--- config.mk ---
export PLATFORM = sky130hd
export DESIGN_NAME = srd_back
export DESIGN_NICKNAME = d
export VERILOG_FILES = /design/src/hw/rtl/srd_pkg.sv /design/src/hw/rtl/srd_back.sv
export SDC_FILE = /design/constraint.sdc
export NUM_CORES = 1
export LEC_CHECK = 0
export ABC_CLOCK_PERIOD_IN_PS = 3100
export BUFFER_PORTS_ARGS = -buffer_cell sky130_fd_sc_hd__buf_2
export CAP_MARGIN = 25
export CORE_AREA = 2 2 89 91
export CTS_BUF_LIST = sky130_fd_sc_hd__clkbuf_8
export CTS_CLUSTER_DIAMETER = 200
export DETAILED_ROUTE_END_ITERATION = 6
export DIE_AREA = 0 0 91 93
export PLACE_DENSITY = 0.8
export SYNTH_ARGS = -nofsm -noshare
export SYNTH_HDL_FRONTEND = slang
export SYNTH_SLANG_ARGS = --single-unit
--- constraint.sdc ---
create_clock -name i_clk -period 3.1 [get_ports i_clk]
set_clock_uncertainty 0.1 [all_clocks]
set_input_delay 0.155 -clock i_clk [delete_from_list [all_inputs] [get_ports i_clk]]
set_output_delay 0.155 -clock i_clk [all_outputs]
set_load 0.01 [all_outputs]
--- src/hw/rtl/srd_pkg.sv ---
// Shared types and defaults for the signed restoring divider.
// No dependencies; every other file imports this package.
package srd_pkg;

    localparam int DEFAULT_WIDTH = 32;

    // Sign and error flags that ride along with each division through the array
    typedef struct packed {
        logic a_neg;
        logic b_neg;
        logic div_zero;
    } t_flags;

endpackage

--- src/hw/rtl/srd_back.sv ---
// Output stage: applies result signs, forces zeros on divide by zero, holds the result.
// Depends on srd_pkg for t_flags.
module srd_back import srd_pkg::*; #(
    parameter int WIDTH = DEFAULT_WIDTH
) (
    input  logic             i_clk,
    input  logic             i_rst_n,
    input  logic             i_valid,
    output logic             o_ready,
    input  logic [WIDTH-1:0] i_r,
    input  logic [WIDTH-1:0] i_q,
    input  t_flags           i_flags,
    output logic             o_valid,
    input  logic             i_ready,
    output logic [WIDTH-1:0] o_quotient,
    output logic [WIDTH-1:0] o_remainder,
    output logic             o_divide_by_zero
);

    localparam logic [WIDTH-1:0] ONE = {{(WIDTH-1){1'b0}}, 1'b1};

    logic             r_valid;
    logic [WIDTH-1:0] r_quotient, n_quotient;
    logic [WIDTH-1:0] r_remainder, n_remainder;
    logic             r_div_zero;
    logic             w_load;

    assign o_ready = !r_valid || i_ready;
    assign w_load  = i_valid && o_ready;

    always_comb begin
        n_quotient  = (i_flags.a_neg ^ i_flags.b_neg) ? (~i_q + ONE) : i_q;
        n_remainder = i_flags.a_neg ? (~i_r + ONE) : i_r;
        if (i_flags.div_zero) begin
            n_quotient  = '0;
            n_remainder = '0;
        end
    end

    always_ff @(posedge i_clk) begin
        if (!i_rst_n) begin
            r_valid <= 1'b0;
        end else if (o_ready) begin
            r_valid <= i_valid;
        end
    end

    always_ff @(posedge i_clk) begin
        if (w_load) begin
            r_quotient  <= n_quotient;
            r_remainder <= n_remainder;
            r_div_zero  <= i_flags.div_zero;
        end
    end

    assign o_valid          = r_valid;
    assign o_quotient       = r_quotient;
    assign o_remainder      = r_remainder;
    assign o_divide_by_zero = r_div_zero;

endmodule

# [Yosys cells after proc, flatten, opt, wreduce, memory -nomap -nowiden]
# Cells that the tools add are included.
# W data, S select, Z words.
[totals] ff_bits=66 inputBits=71 output_inout_bits=67 word_cells=14
[classes] add_sub_neg=2 n_mux=2 bitwise_logic=3 reduce_logical=3
[ops] cell="$add A32 B1 Y32 const B" n=2
[ops] cell="$mux W32" n=2
[ops] cell="$not A32 Y32" n=2
[ops] cell="$logic_and A1 B1 Y1" n=1
[ops] cell="$logic_not A1 Y1" n=1
[ops] cell="$logic_or A1 B1 Y1" n=1
[ops] cell="$xor A1 B1 Y1" n=1

# [Longest topological paths before layout]
# Gate-level depths: netlist of run 1.
[logic_depth] depth_word=3 depth_mapped=7 depth_no_buf=7

# [Worst setup path after synthesis of run 1]
# No wires, ideal clock.
[synth_timing] path_kind="register to register" startpoint="register r_valid (netlist: o_valid)" endpoint="register r_div_zero (netlist: o_divide_by_zero), enable pin" setup_time_ns=0.430 t_arrival_ns=2.044 required_time_ns=2.570 path_slack_ns=0.526 path_stages_with_launch=3 n_path_buf=0 period_less_slack_ns=2.574 path_cell_list="dfxtp_1 > nand2b_1 > and2_1"
[synth_between] elab_chain_cells=3
[synth_rtl] item="start, declared" line="srd_back.sv:22" source="logic r_valid;"
[synth_rtl] item="start signal, assigned" line="srd_back.sv:44" source="r_valid <= i_valid;"
[synth_rtl] item="$logic_not A1 Y1" line="srd_back.sv:28" source="assign o_ready = !r_valid || i_ready;"
[synth_rtl] item="$logic_or A1 B1 Y1" line="srd_back.sv:28"
[synth_rtl] item="via o_ready" line="srd_back.sv:9" source="output logic o_ready,"
[synth_rtl] item="$logic_and A1 B1 Y1" line="srd_back.sv:29" source="assign w_load = i_valid && o_ready;"
[synth_rtl] item="via w_load" line="srd_back.sv:26" source="logic w_load;"
[synth_rtl] item="end signal, assigned" line="srd_back.sv:52" source="r_div_zero <= i_flags.div_zero;"
[synth_rtl] item="end, declared" line="srd_back.sv:25" source="logic r_div_zero;"
# The timed path passes the listed nets, and every way through them passes these cells.
# A chain may end at the register's enable or synchronous reset.

# [Final worst setup path of run 1]
[layout_timing] startpoint="input port i_r[0]" endpoint="register r_remainder[20] (netlist: o_remainder[20]), data pin"
[layout_between] elab_chain_cells=3
[layout_rtl] item="start, declared" line="srd_back.sv:10" source="input logic [WIDTH-1:0] i_r,"
[layout_rtl] item="$not A32 Y32" line="srd_back.sv:33" source="n_remainder = i_flags.a_neg ? (~i_r + ONE) : i_r;"
[layout_rtl] item="$add A32 B1 Y32" line="srd_back.sv:33"
[layout_rtl] item="$mux W32" line="srd_back.sv:33"
[layout_rtl] item="end signal, assigned" line="srd_back.sv:51" source="r_remainder <= n_remainder;"
[layout_rtl] item="end, declared" line="srd_back.sv:24" source="logic [WIDTH-1:0] r_remainder, n_remainder;"
# No other way between the ends.

==> impl_metrics.toml, run 1 <==
[place]
hpwl_um = 6730
gp_congestion = 0.888
io_buffers = 137

[detailed_routing]
drcViolationCount = 0
vias = 3217
dr.pass1.iters = 5
routedWlPerCell_um = 15.2
drtIter0Drc = 144
drt-total-wl_um = 9170
postRouteAntennaNets = 0
viasPerCell = 5.34

[worst_setup_path]
crit_fanout = 6
slowest_stage = "o31ai_1"
r2r_cells = 3
setup.worst_path.end_class = "register"
slowest_delay_ns = 0.40
crit_path_cell_trace = "buf_2, inv_1, ha_1, nor4b_1, nand4_1, o31ai_1, xor2_1, nor2_1"
arrival_ns = 1.95
cp-start-kind = "primary input"
required_ns = 3.08
crit_type = "primary input to register"

[job]
maxCapViolations = 0

[die]
die-area_um2 = 8460
row_count = 32
fp.dieH_um = 93
die_x_um = 91
start_util_pct = 50.7
io_pins = 138
core_area_um2 = 7530

[global_routing]
grt_max_degree = 42
grt_use_total_pct = 21.6
antenna_found_initial = 0
overflow = 0
grt_pass1_wl_um = 14300
grt_pass1_vias = 2965

[clock_network]
ctsHtreeMaxLevel = 3
ctsLongestPathBuffers = 2
clockRootBuffer = "clkbuf_8"
postCtsSetupRepairBufs = 0
cts-buffers-inserted = 9
path_clk_slew_ns = 0.07
post_cts_resized = 0
clkLatencyLatePin_ns = 0.33
clock-sinks = 66
tritoncts = "done"

[logic_synthesis]
ys_seq_elements = 66
synthesis.nets = 432
synth_area_leaders = "edfxtp_1, xor2_1, nor2_1"
syn_area_um2 = 3820
ys.warnings.count = 0
synth_area_per_cell_um2 = 10.6
synth.distinct_cells = 43
yosys.area.top_type = "edfxtp_1"
synth_cells = 359
synth_top_area_share_pct = 51.1
seq_area_frac_synth_pct = 51.6

[cells_and_area]
final_nets = 569
area_growth_pct = 25.8
final_util_pct = 63.8
antennaDiodeCount = 0
fillers = 660
layout-drive-gt1-share_pct = 33.8

[worst_hold_path]
hold_depth = 3
hp-class = "primary input to register"

[power]
clkPwrFrac_pct = 30.2
share_comb_of_total_power_pct = 20.2
p_int_w = 0.00161
p_leak_nw = 1.96
swShare_pct = 26.8
seqPwrFrac_pct = 49.5
ir_worst_vdd_mv = 0.370
power_density_nw_per_um2 = 458
p_switching_w = 0.000590

[timing]
rsz0062_at_grt = "no"
setup_tns_ns = 0
setup_viol = 0
final-hold-violation-count = 0
worst_pin_slew_ns = 0.741
slew_violations = 0
min_period_ns = 1.97
post-route-period-util_pct = 63.5
timing.slew.headroom_pct = 50.5
max_freq_mhz = 508

[run_status]
status = "finished clean"
## stage by stage
stage / cell area [um2] / worst slack (ns) / cells / hold slack [ns] / power [W]
detailed placement: 4610 / 0.792 / 585 / 0.319 / 0.00155
CTS: 4800 / 1.17 / 602 / 0.0581 / 0.00222
finish: 4800 / 1.13 / 602 / 0.0705 / 0.00220
global placement: 4610 / 0.947 / 585 / 0.310 / 0.00154
floorplan: 3820 / 0.526 / 359 / 0.154 / 0.00136
global route: 4800 / 0.942 / 602 / 0.0566 / 0.00230
## cells by family (layout without fill, tap and decap cells)
logic type / count (synthesis) / after routing / synth area share [%]
fa+ha+maj: 2 / 2 / 0.655
mux: 1 / 1 / 0.262
xor+xnor: 59 / 59 / 13.5
compound gates: 57 / 57 / 11.1
buf+inv: 25 / 166 / 2.72
simple gates: 149 / 149 / 20.1
flops: 66 / 66 / 51.6
## placed cells by master, fill, tap and decap left out, drive strengths merged
cell type / netlist / routed
xnor2: 20 / 20
nor4: 8 / 8
clkbuf: 12 / 9
nor2: 75 / 75
nor4b: 1 / 1
dlygate4sd3: 0 / 2
or4: 5 / 5
a21oi: 7 / 7
nor3: 14 / 14
and4: 1 / 1
xor2: 39 / 39
nor2b: 2 / 2
clkinv: 0 / 4
nor3b: 2 / 2
nand2: 17 / 17
nand3b: 1 / 1
a21boi: 1 / 1
and3: 1 / 1
a31oi: 9 / 9
nand4: 5 / 5
a41oi: 6 / 6
and2: 2 / 2
or2: 1 / 1
mux2i: 1 / 1
ha: 2 / 2
dfxtp: 1 / 1
bufinv: 0 / 1
edfxtp: 65 / 65
o41ai: 5 / 5
inv: 8 / 9
nand2b: 2 / 2
nand3: 5 / 5
or3: 7 / 7
buf: 5 / 141
o31ai: 16 / 16
o21ai: 13 / 13
## cell type report
type	count	area, um2	area share [%]
clock buffer	9	124	2.58
tap	102	128	2.66
sequential	66	1970	41.1
inverter	8	30.0	0.625
clock inverter	6	50.0	1.04
timing repair buffer	143	748	15.6
multi-input combinational	268	1750	36.5
## layer usage
metal | wire [um] | up-vias | GRT usage [%]
met5 | 0 | - | 0
met4 | 181 | 0 | 8.84
met3 | 513 | 15 | 4.43
met2 | 4370 | 129 | 32.7
met1 | 4100 | 1495 | 30.5
li1 | - | 1578 | -
## critical path: cells and delay by family
kind	cells	cell delay, ns
adder cells (fa/ha/maj)	1	0.24
AND/OR/NAND/NOR	3	0.76
XOR/XNOR	1	0.19
buffers and inverters	2	0.20
AO/OA/AOI/OAI	1	0.40
## final timing paths
| check | endpoint | slack [ns] | startpoint |
|---|---|---|---|
| setup reg to reg | o_remainder[3] | 1.34 | o_valid |
| setup / recovery | o_remainder[20] | 1.13 | i_r[0] |
| hold reg to reg | o_valid | 0.98 | o_valid |
| hold / removal | o_quotient[31] | 0.07 | i_q[31] |
## registers in the layout (all words and copies together) (netlist names)
| signal | count |
|---|---|
| o_quotient | 32 |
| o_remainder | 32 |
| o_divide_by_zero | 1 |
| o_valid | 1 |
## power groups by stage
stage               Sequential [W]  Combinational [W]  Clock, W
floorplan                  0.00115           0.000208         0
global placement           0.00111           0.000435         0
detailed placement         0.00111           0.000443         0
CTS                        0.00109           0.000447  0.000680
global route               0.00110           0.000488  0.000718
finish                     0.00109           0.000445  0.000665
## cells in the mapped netlist, drive strengths merged
| master | count |
|---|---|
| nor2 | 75 |
| edfxtp | 65 |
| xor2 | 39 |
| xnor2 | 20 |
| nand2 | 17 |
| o31ai | 16 |
| nor3 | 14 |
| o21ai | 13 |
| clkbuf | 12 |
| a31oi | 9 |
| inv | 8 |
| nor4 | 8 |
| a21oi | 7 |
| or3 | 7 |
| a41oi | 6 |
| buf | 5 |
| nand3 | 5 |
| nand4 | 5 |
| o41ai | 5 |
| or4 | 5 |
| and2 | 2 |
| ha | 2 |
| nand2b | 2 |
| nor2b | 2 |
| nor3b | 2 |
| a21boi | 1 |
| and3 | 1 |
| and4 | 1 |
| dfxtp | 1 |
| mux2i | 1 |
| nand3b | 1 |
| nor4b | 1 |
| or2 | 1 |
## repair_timing
action                                  CTS  global route
endpoints found under the setup margin    0             0
hold buffers                              2             0
hold endpoints to repair                  1             0
Note: power is estimated with default switching activity, not from simulation.
==> run 2: changes to the inputs <==
==> config.mk (replaced) <==
export PLATFORM = sky130hd
export DESIGN_NAME = srd_back
export DESIGN_NICKNAME = d
export VERILOG_FILES = /design/src/hw/rtl/srd_pkg.sv /design/src/hw/rtl/srd_back.sv
export SDC_FILE = /design/constraint.sdc
export NUM_CORES = 1
export LEC_CHECK = 0
export ABC_CLOCK_PERIOD_IN_PS = 1630
export BUFFER_PORTS_ARGS = -buffer_cell sky130_fd_sc_hd__buf_2
export CAP_MARGIN = 25
export CORE_AREA = 2 2 94 96
export CTS_BUF_LIST = sky130_fd_sc_hd__clkbuf_8
export CTS_CLUSTER_DIAMETER = 200
export DETAILED_ROUTE_END_ITERATION = 6
export DIE_AREA = 0 0 96 98
export PLACE_DENSITY = 0.75
export SYNTH_ARGS = -nofsm -noshare
export SYNTH_HDL_FRONTEND = slang
export SYNTH_SLANG_ARGS = --single-unit
==> constraint.sdc (replaced) <==
create_clock -name i_clk -period 1.63 [get_ports i_clk]
set_clock_uncertainty 0.1 [all_clocks]
set_input_delay 0.0815 -clock i_clk [delete_from_list [all_inputs] [get_ports i_clk]]
set_output_delay 0.0815 -clock i_clk [all_outputs]
set_load 0.01 [all_outputs]
==> impl_metrics.toml, run 2 (synthesis results as in run 1) <==
[global_routing]
grt_pass1_wl_um = 16400
overflow = 0
grt_use_total_pct = 22.6
grt_pass1_vias = 3497
grt_max_degree = 66
antenna_found_initial = 0

[clock_network]
clockRootBuffer = "clkbuf_8"
ctsHtreeMaxLevel = 3
clkLatencyLatePin_ns = 0.34
path_clk_slew_ns = 0.08
ctsLongestPathBuffers = 2
cts-buffers-inserted = 9
clock-sinks = 66
tritoncts = "done"

[timing]
min_period_ns = 1.56
max_freq_mhz = 642
rsz0062_at_grt = "yes"
slew_violations = 0
post-route-period-util_pct = 95.6
timing.slew.headroom_pct = 73.8
final-hold-violation-count = 0
setup_viol = 0
setup_tns_ns = 0
worst_pin_slew_ns = 0.389

[worst_setup_path]
crit_fanout = 5
r2r_start = "o_valid"
crit_buf_inv = 4
required_ns = 1.63
r2r-end = "o_remainder[10]"
arrival_ns = 1.56
slowest_stage = "o31ai_2"
r2r_setup_slack_ns = 0.29
crit_type = "primary input to register"
crit_path_cell_trace = "buf_2, buf_4, nor2_1, nand4_2, buf_4, buf_4, o31ai_2, xor2_1, nor2_1"
slowest_delay_ns = 0.24
cp-start-kind = "primary input"
setup.worst_path.end_class = "register"
path_delay_family = "buffers and inverters"
r2r_cells = 3
cp_common_cell = "buf_4"

[place]
io_buffers = 137
gp_congestion = 0.853
hpwl_um = 7700

[detailed_routing]
top_layer_used = "met4"
drcViolationCount = 0
wl_met2_um = 5490
postRouteAntennaNets = 0
vias = 3568
routedWlPerCell_um = 15.4
viasPerCell = 5.19
wl_met1_um = 4350
drt-total-wl_um = 10600
dr_wl_met3_um = 555
dr.pass1.iters = 5
drtIter0Drc = 183

[die]
die_x_um = 96
start_util_pct = 45.1
io_pins = 138
die-area_um2 = 9410
fp.dieH_um = 98
row_count = 34
core_area_um2 = 8470

[cells_and_area]
layout_commonest_cell = "buf_2"
final_util_pct = 65.5
fillers = 693
most-common-layout-cells = "buf_2, nor2_1, buf_4"
layout-drive-gt1-share_pct = 42.8
antennaDiodeCount = 0
area_growth_pct = 45.3
final_nets = 648

[worst_hold_path]
hp-start = "i_r[29]"
hp-class = "primary input to register"
hold_depth = 3
worstHoldEndpoint = "o_remainder[29]"

[power]
p_leak_nw = 2.39
power_density_nw_per_um2 = 828
ir_worst_vdd_mv = 0.472
p_total_w = 0.00460

[run_status]
status = "finished clean"

[job]
maxCapViolations = 0
## run 2: cell count changes in the layout (fill, tap and decap cells not counted), moves of 2 or more
cell and delta:
clkinv_1 -2, buf_4 +68, buf_12 +5, dlygate4sd3_1 +6
## run 2: through the flow
step | setup WS, ns | area, um2 | hold WS [ns] | instances
final | 0.0723 | 5550 | 0.0172 | 688
after detailed placement | -0.343 | 5240 | 0.242 | 664
after global routing | -0.0132 | 5550 | 0.0207 | 688
after global placement | -0.254 | 5240 | 0.238 | 664
after floorplan | -0.0234 | 3830 | 0.0804 | 359
after CTS | 0.0146 | 5530 | 0.0145 | 688
## run 2: worst max path at each step
stage | from | end | slack, ns | cells after the start
after global placement | i_r[0] | o_remainder[26] | -0.25 | 8
after global routing | i_r[0] | o_remainder[14] | -0.01 | 8
after detailed placement | i_r[1] | o_remainder[19] | -0.34 | 9
after CTS | i_r[1] | o_remainder[19] | 0.01 | 9
after floorplan | i_q[11] | o_quotient[27] | -0.02 | 6
final | i_r[1] | o_remainder[19] | 0.07 | 9
## run 2: what timing repair did
item	CTS	global route
buffers inserted	0	0
resized for setup	0	3
hold buffers	8	0
endpoints found under the setup margin	0	7
hold endpoints to repair	7	0
## run 2: per-layer routing
| layer | GRT usage [%] | up-vias |
|---|---|---|
| li1 | - | 1741 |
| met1 | 29.5 | 1708 |
| met2 | 37.7 | 103 |
| met3 | 4.48 | 16 |
| met4 | 7.03 | 0 |
| met5 | 0 | - |
## run 2: where the power goes
| part | internal, W | switching, W |
|---|---|---|
| Clock | 0.000846 | 0.000664 |
| Sequential | 0.00204 | 0.0000364 |
| Combinational | 0.000474 | 0.000539 |
## run 2: worst min-delay path: stages
cell    delay, ns
buf_2        0.10
xor2_1       0.07
nor2_1       0.09
## run 2: cell type report
cell class              instances  area [um2]  area share [%]
inverters                       8        30.0           0.541
clock buffers                   9         124            2.23
clock inverters                 7        85.1            1.53
multi-input cells             268        1780            32.2
repair buffers                222        1420            25.6
well taps                     108         135            2.44
flip-flops and latches         66        1970            35.5
