## src/hw/rtl/srd_pkg.sv

```systemverilog
// Shared types and defaults for the signed restoring divider.
// No dependencies; every other file imports this package.
package srd_pkg;

    localparam int DEFAULT_WIDTH = 32;

    // Sign and error flags that ride along with each division through the array
    typedef struct packed {
        logic a_neg;
        logic b_neg;
        logic div_zero;
    } t_flags;

endpackage

```

## src/hw/rtl/srd_front.sv

```systemverilog
// Input stage: registers operand magnitudes, signs and the zero-divisor flag.
// Depends on srd_pkg for t_flags.
module srd_front import srd_pkg::*; #(
    parameter int WIDTH = DEFAULT_WIDTH
) (
    input  logic             i_clk,
    input  logic             i_rst_n,
    input  logic             i_valid,
    output logic             o_ready,
    input  logic [WIDTH-1:0] i_dividend,
    input  logic [WIDTH-1:0] i_divisor,
    output logic             o_valid,
    input  logic             i_ready,
    output logic [WIDTH-1:0] o_aq,
    output logic [WIDTH-1:0] o_nb,
    output t_flags           o_flags
);

    localparam logic [WIDTH-1:0] ONE = {{(WIDTH-1){1'b0}}, 1'b1};

    logic             r_valid;
    logic [WIDTH-1:0] r_aq, n_aq;
    logic [WIDTH-1:0] r_nb, n_nb;
    t_flags           r_flags, n_flags;
    logic             w_load;

    assign o_ready = !r_valid || i_ready;
    assign w_load  = i_valid && o_ready;

    always_comb begin
        n_flags.a_neg    = i_dividend[WIDTH-1];
        n_flags.b_neg    = i_divisor[WIDTH-1];
        n_flags.div_zero = (i_divisor == '0);
        n_aq = i_dividend[WIDTH-1] ? (~i_dividend + ONE) : i_dividend;
        n_nb = i_divisor[WIDTH-1]  ? (~i_divisor + ONE)  : i_divisor;
    end

    always_ff @(posedge i_clk) begin
        if (!i_rst_n) begin
            r_valid <= 1'b0;
        end else if (o_ready) begin
            r_valid <= i_valid;
        end
    end

    always_ff @(posedge i_clk) begin
        if (w_load) begin
            r_aq    <= n_aq;
            r_nb    <= n_nb;
            r_flags <= n_flags;
        end
    end

    assign o_valid = r_valid;
    assign o_aq    = r_aq;
    assign o_nb    = r_nb;
    assign o_flags = r_flags;

endmodule

```

## config.mk

```make
export PLATFORM = sky130hd
export DESIGN_NAME = srd_front
export DESIGN_NICKNAME = d
export VERILOG_FILES = /design/src/hw/rtl/srd_pkg.sv /design/src/hw/rtl/srd_front.sv
export SDC_FILE = /design/constraint.sdc
export NUM_CORES = 1
export LEC_CHECK = 0
export ABC_AREA = 1
export BUFFER_PORTS_ARGS = -buffer_cell sky130_fd_sc_hd__buf_2
export CORE_MARGIN = 2
export CORE_UTILIZATION = 25
export CTS_CLUSTER_SIZE = 40
export DETAILED_ROUTE_END_ITERATION = 7
export GPL_ROUTABILITY_DRIVEN = 0
export PLACE_DENSITY = 0.52
export SETUP_SLACK_MARGIN = 0.05
export SYNTH_ARGS = -nofsm -noshare
export SYNTH_HDL_FRONTEND = slang
export SYNTH_SLANG_ARGS = --single-unit
```

## constraint.sdc

```tcl
create_clock -name i_clk -period 4.8 [get_ports i_clk]
set_input_delay 0.24 -clock i_clk [delete_from_list [all_inputs] [get_ports i_clk]]
set_output_delay 0.24 -clock i_clk [all_outputs]
set_load 0.005 [all_outputs]
```

After elaboration in Yosys (flattened, before gate mapping)
Cells that the tools add are included.

Register bits after elaboration: 68. Word-level logic and storage cells: 18. Bits of input ports: 68. Output and inout bits: 69.

Add/sub/neg operators: 2. Multiplexer cells: 2. Reduce and logical (&&, ||, !) cells: 4. Bitwise gates (word level): 2.

Operators with widths (number): $add A32 B1 Y32 const B (2); $not A32 Y32 (2); $mux W31 (2); $logic_not A32 Y1 (1); $logic_and A1 B1 Y1 (1); $logic_not A1 Y1 (1); $logic_or A1 B1 Y1 (1).

Longest topological paths before layout
Gate-level depths: netlist of the first run.

Word-level depth: 3. Gate-level depth with buffers: 9. Gate-level depth less buffers: 9.

Worst setup path before layout of the first run
No wires, ideal clock.

Kind: register to register. From: register r_valid (netlist: o_valid). To: register r_aq[0] (netlist: o_aq[0]) (enable). Setup slack: 682 ps. Buffers on the path: 0. Stages on the path, launching flop included: 2. Period minus slack after synthesis: 4118 ps. Required time: 4286 ps. Arrival: 3605 ps. Setup time: 514 ps. Path through: dfxtp_1 -> a21oi_1.

Cells in the longest elaborated chain, start to end: 3.

Ends and longest elaborated chain: start: declaration (RTL line srd_front.sv:21) `logic r_valid;`; start signal: assignment (RTL line srd_front.sv:42) `r_valid <= i_valid;`; $logic_not A1 Y1 (RTL line srd_front.sv:27) `assign o_ready = !r_valid || i_ready;`; $logic_or A1 B1 Y1 (RTL line srd_front.sv:27); $logic_and A1 B1 Y1 (RTL line srd_front.sv:28) `assign w_load = i_valid && o_ready;`; via w_load (RTL line srd_front.sv:25) `logic w_load;`; end signal: assignment (RTL line srd_front.sv:48) `r_aq <= n_aq;`; end: declaration (RTL line srd_front.sv:22) `logic [WIDTH-1:0] r_aq, n_aq;`.

The timed path passes the listed nets, and every way through them passes these cells. A chain may end at the register's enable or synchronous reset.

Worst setup path in the final report of the first run
From: register r_valid (netlist: o_valid). To: register r_nb[21] (netlist: o_nb[21]) (enable).

Cells in the longest elaborated chain, start to end: 3.

Ends and longest elaborated chain: $logic_not A1 Y1 (RTL line srd_front.sv:27); $logic_or A1 B1 Y1 (RTL line srd_front.sv:27); $logic_and A1 B1 Y1 (RTL line srd_front.sv:28); via w_load (RTL line srd_front.sv:25); end signal: assignment (RTL line srd_front.sv:49) `r_nb <= n_nb;`; end: declaration (RTL line srd_front.sv:23) `logic [WIDTH-1:0] r_nb, n_nb;`.

The timed path passes the listed nets, and every way through them passes these cells.

==> results.md, run 1 <==
* Clock tree root buffer cell: clkbuf_16
* Die Width at 133 um
* Multiplexer area fraction after synthesis at 0%
* DP Worst Slack at 2670 ps
* Initial Util at 25.4%
* Setup bufs post-CTS at 0
* Post-synthesis cell area at 0.00417 mm2
* Initial DRC Count at 204
* CORE AREA at 0.0164 mm2
* Commonest non-fill, non-tap cells in the layout: nand2_1, buf_2, nor2_1
* Synth Area in Compound Gates at 3.96%
* Critical path type: flop to flop
* Worst-Margin Slew at 876 ps
* Netlist cell types at 29
* Type of origin of the critical path: flop
* Sequential cell area at 0.00203 mm2
* Area of the multi-input gates at 0.00191 mm2
* Critical Path, Cell by Cell: a21oi_4 > buf_4
* Area Overhead vs Synth at 28.8%
* Max cap viols at 0
* Fmax at 494 MHz
* Max-slew headroom at 41.5%
* Max Slew Vio Count at 0
* First-pass GRT wire length at 18.0 mm
* Avg WL per Cell at 13.2 um
* Adder-Cell Fraction of Synth Area at 1.20%
* Final period util at 42.2%
* YS warnings at 0
* Nets@finish at 723
* Worst-path clk slew at 60 ps
* CTS tree: yes
* Reg2reg path depth at 2
* Gate Count Post-Synth at 510
* Worst vdd ir at 0.167 mV
* Layout cells sized above 1 at 28.2%
* Count of final hold-check violations at 0
* Cells on Worst Hold Path at 1
* Die Y-Extent at 133 um
* Total GRT Usage at 13.4%
* Leakage at 2.35 nW
* Number of CTS-inserted buffers at 9
* Hold Crit Start: i_dividend[0]
* Slowest CP cell: a21oi_4
* R2R Path Start: o_valid$_SDFFE_PN0N_
* Grt ovf at 0
* Setup Skew at 4.77 ps
* Crit path max fanout at 40
* Antenna violations before repair at 0
* Period minus WS final at 2020 ps
* # port buffers at 136
* Post-route ant nets at 0
* Row Count at 47
* Leading cell type in the layout, fill and taps excluded: nand2_1
* Setup_tns at 0 ps
* Hold path endpoint: o_aq[0]$_DFFE_PP_
* Total die area at 0.0177 mm2
* Pwr dens at 304 mW/mm2
* Sink Count at 68
* Fill cells at 1,728
* Post-CTS Resized at 0
* Worst min path class: input pin to flop
* Largest net degree at the start of global routing at 41
* ANT cells at 0
* Worst Slack Setup Final at 2780 ps
* Vias per cell at 4.21
* Worst skew pair latency at 340 ps
* Avg Inst Size Synth at 8.17 um2
* Flop2flop setup slack at 2780 ps
* Critical Path RT at 4780 ps
* Worst reg2reg endpoint: o_nb[21]$_DFFE_PP_
* Max clock buf depth at 2
* Post-Synth Simple-Gate Area at 34.4%
* CTS H-tree lvls at 3
* Detailed Routing Iterations Pass 1 at 4
* Final setup viols at 0
* Final wirelength at 11.6 mm
* Data arrival time of the critical path at 2000 ps
* Critical Path Max Stage Delay at 710 ps
* Syn nets at 582
* # hold bufs at CTS at 0
* Largest family of logic cells by synthesized area: simple AND/OR/NAND/NOR gates
* Vias at 3,692
* RSZ-0062 raised after global routing: false
* Status: complete, no violations
* Detailed Place HPWL at 9.33 mm
* #FFs+latches synth at 68
* Worst setup EP type: flop
* Drt drc at 0
* Sequential area share after synthesis at 48.8%
* Synth Area in XOR/XNOR at 6.10%
* Io pins at 137
* Number of global-route vias before repair at 3,394
[layout make-up]
class	count	share of cell area, %
Sequential cell	68	37.9
Multi-Input combinational cell	393	35.7
Tap cell	220	5.13
Inverter	42	3.08
Clock buffer	9	4.20
Timing Repair Buffer	137	12.8
Clock inverter	7	1.26
[stage by stage]
step                      hold slack, ps  area [um2]  power [mW]  instances  util [%]
after floorplan                      339        4170       0.873        510         -
after global placement               438        5070       0.993        860      30.9
after detailed placement             443        5070       0.992        860      30.9
after CTS                           74.1        5370        1.66        876      32.7
after global routing                74.6        5370        1.71        876      32.7
final                               85.9        5370        1.63        876      32.7
[report_power, final]
part	switching [mW]	leakage [nW]	total, mW	internal [mW]
Combinational	0.156	1.55	0.253	0.0974
Clock	0.257	0.139	0.655	0.399
Sequential	0.0118	0.660	0.722	0.711
[metal layers]
| layer | vias up | GRT usage (%) | share of wire, % |
|---|---|---|---|
| met5 | - | 0 | 0 |
| met1 | 1598 | 17.9 | 45 |
| met2 | 145 | 20.4 | 45 |
| met3 | 12 | 4.15 | 8.4 |
| met4 | 0 | 5.38 | 1.8 |
| li1 | 1937 | - | - |
[sequential cells by signal (all words and copies together), names as in the netlist]
register and flops:
o_flags 3, o_valid 1, o_aq 32, o_nb 32
[critical path, delay by kind of cell, from the launching register on]
kind / cells / cell delay, ps
AOI/OAI and AO/OA: 1 / 710
buffers and inverters: 1 / 580
DFF: 1 / 340
[cells in the mapped netlist]
library cell / instances / area share, %
nand2_1: 181 / 16
nor2_1: 83 / 7.5
edfxtp_1: 67 / 48
inv_1: 40 / 3.6
nand3_1: 35 / 4.2
xnor2_1: 18 / 3.8
xor2_1: 11 / 2.3
nor2_2: 10 / 1.5
o21ai_0: 9 / 1.1
nor2_4: 8 / 2.2
nand3b_1: 6 / 1.1
o21ai_2: 6 / 1.3
a21oi_1: 5 / 0.60
buf_2: 4 / 0.48
ha_1: 4 / 1.2
nand2_2: 4 / 0.60
o21ai_1: 4 / 0.48
nand4_1: 2 / 0.30
nor3_1: 2 / 0.24
o211ai_1: 2 / 0.36
a21boi_0: 1 / 0.18
buf_12: 1 / 0.48
buf_6: 1 / 0.27
buf_8: 1 / 0.36
dfxtp_1: 1 / 0.48
inv_2: 1 / 0.090
inv_8: 1 / 0.27
nand4_2: 1 / 0.30
nor3_2: 1 / 0.24
[kinds of logic after synthesis]
kind of cell    after synthesis
xor+xnor                     29
fa+ha+maj                     4
flops                        68
compound gates               27
buf+inv                      49
simple gates                333
[worst max-delay path by stage]
| stage | from | endpoint | slack, ps | depth (start not counted) |
|---|---|---|---|---|
| 5_1_grt | o_valid$_SDFFE_PN0N_ | o_nb[21]$_DFFE_PP_ | 2590 | 2 |
| 4_1_cts | o_valid$_SDFFE_PN0N_ | o_nb[21]$_DFFE_PP_ | 2710 | 2 |
| 6_report | o_valid$_SDFFE_PN0N_ | o_nb[21]$_DFFE_PP_ | 2780 | 2 |
| 3_3_place_gp | i_ready | o_nb[21]$_DFFE_PP_ | 2690 | 4 |
| 3_5_place_dp | i_ready | o_aq[23]$_DFFE_PP_ | 2670 | 4 |
| 2_1_floorplan | o_valid$_SDFFE_PN0N_ | o_aq[0]$_DFFE_PP_ | 680 | 1 |
No activity file was read; power rests on OpenSTA's default activity.
==> run 2: changes to the inputs <==
==> constraint.sdc (replaced) <==
create_clock -name i_clk -period 1.9 [get_ports i_clk]
set_input_delay 0.095 -clock i_clk [delete_from_list [all_inputs] [get_ports i_clk]]
set_output_delay 0.095 -clock i_clk [all_outputs]
set_load 0.005 [all_outputs]
==> run 2 against run 1 <==
Wire length up 1.2%; flip-flop and latch count did not move; core utilization is 0.25 points higher; sequential share of layout area down 0.27 points; critical path depth is 5 higher; count of clock-buffer cells in the layout is 3 higher; combinational power grew to 2.6 times the previous value; die area did not move; clock skew grew 2.4 ps; clock power grew 140%; first-iteration DRC count is 3.4% higher; critical endpoint is now o_nb[13]$_DFFE_PP_; largest power group unchanged.
==> results.md, run 2 (synthesis gave the netlist of run 1 again) <==
* Status: complete, no violations (unchanged)
* Commonest non-fill, non-tap cells in the layout: nand2_1, buf_2, nor2_1 (unchanged)
* Cells after DPL at 862 (was 860)
* Initial DRC Count at 211 (was 204)
* Seq pwr share at 44.7% (was 44.3%)
* WHS at 68.2 ps (was 85.9 ps)
* Grt ovf at 0 (unchanged)
* Total die area at 0.0177 mm2 (unchanged)
* Critical Path RT at 1970 ps (was 4780 ps)
* Instance count on the critical path at 7 (was 2)
* CORE AREA at 0.0164 mm2 (unchanged)
* Row Count at 47 (unchanged)
* Sink Count at 68 (unchanged)
* Leading cell type in the layout, fill and taps excluded: nand2_1 (unchanged)
* Total GRT Usage at 13.7% (was 13.4%)
* Max cap viols at 0 (unchanged)
* Switching pwr at 1.03 mW (was 424 uW)
* Crit path to: o_nb[13]$_DFFE_PP_ (was o_nb[21]$_DFFE_PP_)
* Worst reg2reg endpoint: o_flags[1]$_DFFE_PP_ (was o_nb[21]$_DFFE_PP_)
* Die Y-Extent at 133 um (unchanged)
* Nets@finish at 728 (was 723)
* Fill cells at 1,737 (was 1,728)
* Max Slew Vio Count at 0 (unchanged)
* Antenna violations before repair at 1 (was 0)
* # port buffers at 136 (unchanged)
* Crit path max fanout at 4 (was 40)
* Worst-Margin Slew at 402 ps (was 876 ps)
* Count of final hold-check violations at 0 (unchanged)
* Number of global-route vias before repair at 3,572 (was 3,394)
* Final core area utilization at 33.0% (was 32.7%)
* Sw Ratio at 25.1% (was 26.0%)
* Leakage at 2.37 nW (was 2.35 nW)
* Post-CTS Resized at 0 (unchanged)
* RSZ-0062 raised after global routing: false (unchanged)
* Flop2flop setup slack at 710 ps (was 2780 ps)
* Setup Skew at 7.22 ps (was 4.77 ps)
* Worst min path class: input pin to flop (unchanged)
* Number of CTS-inserted buffers at 9 (unchanged)
* DP Area at 0.00510 mm2 (was 0.00507 mm2)
* Final setup viols at 0 (unchanged)
* ANT cells at 0 (unchanged)
* Type of origin of the critical path: input pin (was flop)
* Crit-path most repeated cell: o21ai_0
* Period minus WS final at 1660 ps
* Clock tree root buffer cell: clkbuf_16 (unchanged)
* Max-slew headroom at 72.9% (was 41.5%)
* Initial Util at 25.4% (unchanged)
* Final period util at 87.1%
* Worst skew pair latency at 340 ps (about the same)
* Area Overhead vs Synth at 29.8% (was 28.8%)
* CTS H-tree lvls at 3 (unchanged)
* Sequential cell area at 0.00203 mm2 (about the same)
* Post-route ant nets at 0 (unchanged)
* Reg2reg path depth at 2 (unchanged)
* Worst setup EP type: flop (unchanged)
* Detailed Routing Iterations Pass 1 at 6 (was 4)
* Crit. Startpoint: i_divisor[0] (was o_valid$_SDFFE_PN0N_)
* Slowest CP cell: dlygate4sd3_1 (was a21oi_4)
* CTS tree: yes (unchanged)
* Area of the multi-input gates at 0.00191 mm2 (unchanged)
* Largest net degree at the start of global routing at 68 (was 41)
* Fmax at 604 MHz
* Layout cells sized above 1 at 27.9% (was 28.2%)
* Die Width at 133 um (unchanged)
* Critical Path Max Stage Delay at 530 ps (was 710 ps)
* Drt drc at 0 (unchanged)
* Gate power share at 16.0% (was 15.5%)
* Power Internal at 3.05 mW (was 1.21 mW)
* # hold bufs at CTS at 3 (was 0)
* Vias per cell at 4.21 (about the same)
* Data arrival time of the critical path at 1720 ps (was 2000 ps)
* Vias at 3,708 (was 3,692)
* Worst vdd ir at 0.375 mV (was 0.167 mV)
* Final instance area at 0.00541 mm2 (was 0.00537 mm2)
* Avg WL per Cell at 13.3 um (was 13.2 um)
* Worst path buffer plus inverter count at 3 (was 1)
* Finished Layout Cells at 880 (was 876)
* Io pins at 137 (unchanged)
* Critical path type: input pin to flop (was flop to flop)
* Pwr dens at 754 mW/mm2 (was 304 mW/mm2)
* Max clock buf depth at 2 (unchanged)
* Worst-path clk slew at 50 ps (was 60 ps)
* Clock share of power at 39.3% (was 40.2%)
* Crit path max-delay family: buffers and inverters (was compound AO/OA/AOI/OAI gates)
* Critical Path, Cell by Cell: dlygate4sd3_1 > buf_2 > inv_1 > nand2_1 > o21ai_0 > o21ai_0 > xor2_1 (was a21oi_4 > buf_4)
* Setup bufs post-CTS at 0 (unchanged)
* First-pass GRT wire length at 18.5 mm (was 18.0 mm)
* R2R Path Start: o_valid$_SDFFE_PN0N_ (unchanged)
* Setup_tns at 0 ps (unchanged)
* Final wirelength at 11.7 mm (was 11.6 mm)
* Detailed Place HPWL at 9.40 mm (was 9.33 mm)
==> run 2: worst min-delay path by stage <==
stage | start | end | depth (start not counted)
3_3_place_gp | i_dividend[0] | o_aq[0]$_DFFE_PP_ | 1
6_report | i_valid | o_valid$_SDFFE_PN0N_ | 3
3_5_place_dp | i_dividend[0] | o_aq[0]$_DFFE_PP_ | 1
2_1_floorplan | i_dividend[0] | o_aq[0]$_DFFE_PP_ | 0
4_1_cts | i_valid | o_valid$_SDFFE_PN0N_ | 3
5_1_grt | i_divisor[15] | o_nb[15]$_DFFE_PP_ | 2
==> run 2: power groups by stage <==
stage / logic, mW / clock network, mW / registers [mW]
final: 0.653 / 1.60 / 1.82
after global routing: 0.739 / 1.70 / 1.83
after CTS: 0.666 / 1.67 / 1.83
after detailed placement: 0.661 / 0 / 1.85
after global placement: 0.659 / 0 / 1.86
after floorplan: 0.328 / 0 / 1.87
==> run 2: worst min-delay path, stage by stage <==
cell	delay (ps)
buf_2	100
inv_1	90
a21boi_0	80
==> run 2: routing by layer <==
| layer | wire length (um) | GRT usage, % |
|---|---|---|
| met1 | 5170 | 16.6 |
| met2 | 5400 | 22.6 |
| met4 | 216 | 4.91 |
| met3 | 928 | 4.76 |
| met5 | 12 | 0 |
==> run 2: cell type report <==
class / count / area share, %
clock inverters: 3 / 0.717
repair buffers: 142 / 13.8
multi-input cells: 393 / 35.4
well taps: 220 / 5.09
flip-flops and latches: 68 / 37.6
clock buffers: 12 / 4.37
inverters: 42 / 3.05
==> run 2: stage by stage <==
step	setup slack [ps]	total power, mW
2_1_floorplan	3.10	2.20
3_3_place_gp	461	2.52
3_5_place_dp	422	2.51
4_1_cts	238	4.16
5_1_grt	82.8	4.27
6_report	244	4.08
==> run 3: changes to the inputs <==
--- a/config.mk
+++ b/config.mk
@@ -8,12 +8,13 @@
 export ABC_AREA = 1
 export BUFFER_PORTS_ARGS = -buffer_cell sky130_fd_sc_hd__buf_2
 export CORE_MARGIN = 2
-export CORE_UTILIZATION = 25
+export CORE_UTILIZATION = 40
 export CTS_CLUSTER_SIZE = 40
 export DETAILED_ROUTE_END_ITERATION = 7
 export GPL_ROUTABILITY_DRIVEN = 0
-export PLACE_DENSITY = 0.52
+export PLACE_DENSITY = 0.73
 export SETUP_SLACK_MARGIN = 0.05
 export SYNTH_ARGS = -nofsm -noshare
 export SYNTH_HDL_FRONTEND = slang
 export SYNTH_SLANG_ARGS = --single-unit
+export TNS_END_PERCENT = 100
==> run 3 against run 2 <==
Global-route usage is 5.9 points higher; wire length is 9.9% lower; maximum frequency is 2.8% higher; critical path type unchanged; largest power group unchanged.
==> results.md, run 3 (synthesis gave the netlist of run 1 again) <==
* Worst setup EP type: flop (unchanged)
* Io pins at 137 (unchanged)
* Type of origin of the critical path: input pin (unchanged)
* Setup bufs post-CTS at 0 (unchanged)
* Vias per cell at 4.82 (was 4.21)
* Leading cell type in the layout, fill and taps excluded: nand2_1 (unchanged)
* Post-route ant nets at 0 (unchanged)
* Cells after DPL at 778 (was 862)
* Clock share of power at 31.7% (was 39.3%)
* Die Width at 106 um (was 133 um)
* Worst vdd ir at 0.332 mV (was 0.375 mV)
* Crit path max fanout at 5 (was 4)
* Critical Path RT at 2000 ps (was 1970 ps)
* Worst-path clk slew at 70 ps (was 50 ps)
* Detailed Place HPWL at 8.31 mm (was 9.40 mm)
* CORE AREA at 0.0102 mm2 (was 0.0164 mm2)
* Grt ovf at 0 (unchanged)
* Sw Ratio at 26.1% (was 25.1%)
* Finished Layout Cells at 797 (was 880)
* Status: complete, no violations (unchanged)
* Nets@finish at 728 (unchanged)
* Gate power share at 17.8% (was 16.0%)
* Final period util at 84.8% (was 87.1%)
* Final wirelength at 10.6 mm (was 11.7 mm)
* Fill cells at 955 (was 1,737)
* ANT cells at 0 (unchanged)
* Number of CTS-inserted buffers at 9 (unchanged)
* Total die area at 0.0112 mm2 (was 0.0177 mm2)
* Final core area utilization at 51.0% (was 33.0%)
* Setup Skew at 4.10 ps (was 7.22 ps)
* Worst Slack Setup Final at 289 ps (was 244 ps)
* CTS H-tree lvls at 3 (unchanged)
* Count of final hold-check violations at 0 (unchanged)
* Vias at 3,842 (was 3,708)
* Commonest non-fill, non-tap cells in the layout: nand2_1, buf_2, nor2_1 (unchanged)
* Max clock buf depth at 2 (unchanged)
* Row Count at 37 (was 47)
* Critical path type: input pin to flop (unchanged)
* CTS tree: yes (unchanged)
* Final setup viols at 0 (unchanged)
* Drt drc at 0 (unchanged)
* Die Y-Extent at 106 um (was 133 um)
* Max cap viols at 0 (unchanged)
* Worst-Margin Slew at 387 ps (was 402 ps)
* Worst min path class: input pin to flop (unchanged)
* DP Worst Slack at 503 ps (was 422 ps)
* Avg WL per Cell at 13.3 um (about the same)
* Switching pwr at 942 uW (was 1.03 mW)
* # port buffers at 136 (unchanged)
* Initial DRC Count at 169 (was 211)
* Layout cells sized above 1 at 28.3% (was 27.9%)
* Seq pwr share at 50.5% (was 44.7%)
* Period minus WS final at 1610 ps (was 1660 ps)
* Max-slew headroom at 74.2% (was 72.9%)
* Leakage at 2.34 nW (was 2.37 nW)
* Data arrival time of the critical path at 1710 ps (was 1720 ps)
* Pwr dens at 691 mW/mm2 (was 754 mW/mm2)
* Setup_tns at 0 ps (unchanged)
* Number of global-route vias before repair at 3,676 (was 3,572)
* Detailed Routing Iterations Pass 1 at 5 (was 6)
* Largest net degree at the start of global routing at 68 (unchanged)
* Clock tree root buffer cell: clkbuf_8 (was clkbuf_16)
* Total GRT Usage at 19.6% (was 13.7%)
* Initial Util at 40.7% (was 25.4%)
* RSZ-0062 raised after global routing: false (unchanged)
* Sink Count at 68 (unchanged)
* Power Internal at 2.67 mW (was 3.05 mW)
* Max Slew Vio Count at 0 (unchanged)
* First-pass GRT wire length at 17.1 mm (was 18.5 mm)
* Fmax at 621 MHz (was 604 MHz)
* Worst skew pair latency at 340 ps (about the same)
* Antenna violations before repair at 0 (was 1)
* WHS at 61.2 ps (was 68.2 ps)
* Area Overhead vs Synth at 25.3% (was 29.8%)
## run 3: changes by cell type in the layout (fill, tap and decap cells not counted)
cell / before / now
clkbuf_8: 0 / 13
clkbuf_16: 9 / 0
bufinv_16: 1 / 0
clkbuf_1: 3 / 2
clkinv_1: 1 / 0
## run 3: worst paths after layout
| kind | start | endpoint | slack (ps) | cells after the start |
|---|---|---|---|---|
| setup / recovery | i_dividend[0] | o_aq[16]$_DFFE_PP_ | 290 | 8 |
| hold / removal | i_dividend[23] | o_aq[23]$_DFFE_PP_ | 60 | 3 |
| setup reg to reg | o_valid$_SDFFE_PN0N_ | o_aq[0]$_DFFE_PP_ | 730 | 2 |
| hold reg to reg | o_valid$_SDFFE_PN0N_ | o_valid$_SDFFE_PN0N_ | 520 | 2 |
## run 3: cell type report
type | count | area, um2 | share of cell area [%]
multi-input cells | 393 | 1910 | 36.7
repair buffers | 142 | 746 | 14.3
clock buffers | 15 | 186 | 3.57
flip-flops and latches | 68 | 2030 | 39.0
inverters | 42 | 165 | 3.16
clock inverters | 1 | 5.00 | 0.0959
well taps | 136 | 170 | 3.26
## run 3: timing repair
action	4_1_cts	5_1_grt
hold buffers	3	0
hold endpoints to repair	3	0
gates resized for setup	0	0
setup endpoints to repair	0	0
## run 3: per-stage QoR
stage | area, um2 | total power, mW
floorplan | 4180 | 2.20
finish | 5220 | 3.61
CTS | 5220 | 3.65
global placement | 5000 | 2.48
global route | 5220 | 3.80
detailed placement | 5000 | 2.50
## run 3: routing by layer
layer	GRT usage (%)	up-vias	routed length [um]
met1	22.0	1693	4120
met4	10.4	0	261
li1	-	1940	-
met2	34.4	186	5240
met3	4.60	23	942
met5	0	-	0
## run 3: power groups by stage
stage / logic [mW] / registers, mW / clock network [mW]
2_1_floorplan: 0.328 / 1.87 / 0
3_3_place_gp: 0.630 / 1.85 / 0
3_5_place_dp: 0.639 / 1.86 / 0
4_1_cts: 0.646 / 1.83 / 1.18
5_1_grt: 0.723 / 1.83 / 1.25
6_report: 0.643 / 1.82 / 1.14
## run 3: critical path: stages
cell and delay, ps:
dlygate4sd3_1 540, buf_2 130, inv_1 100, ha_1 190, nand2_1 100, o21ai_2 300, nand2_1 110, xor2_1 150
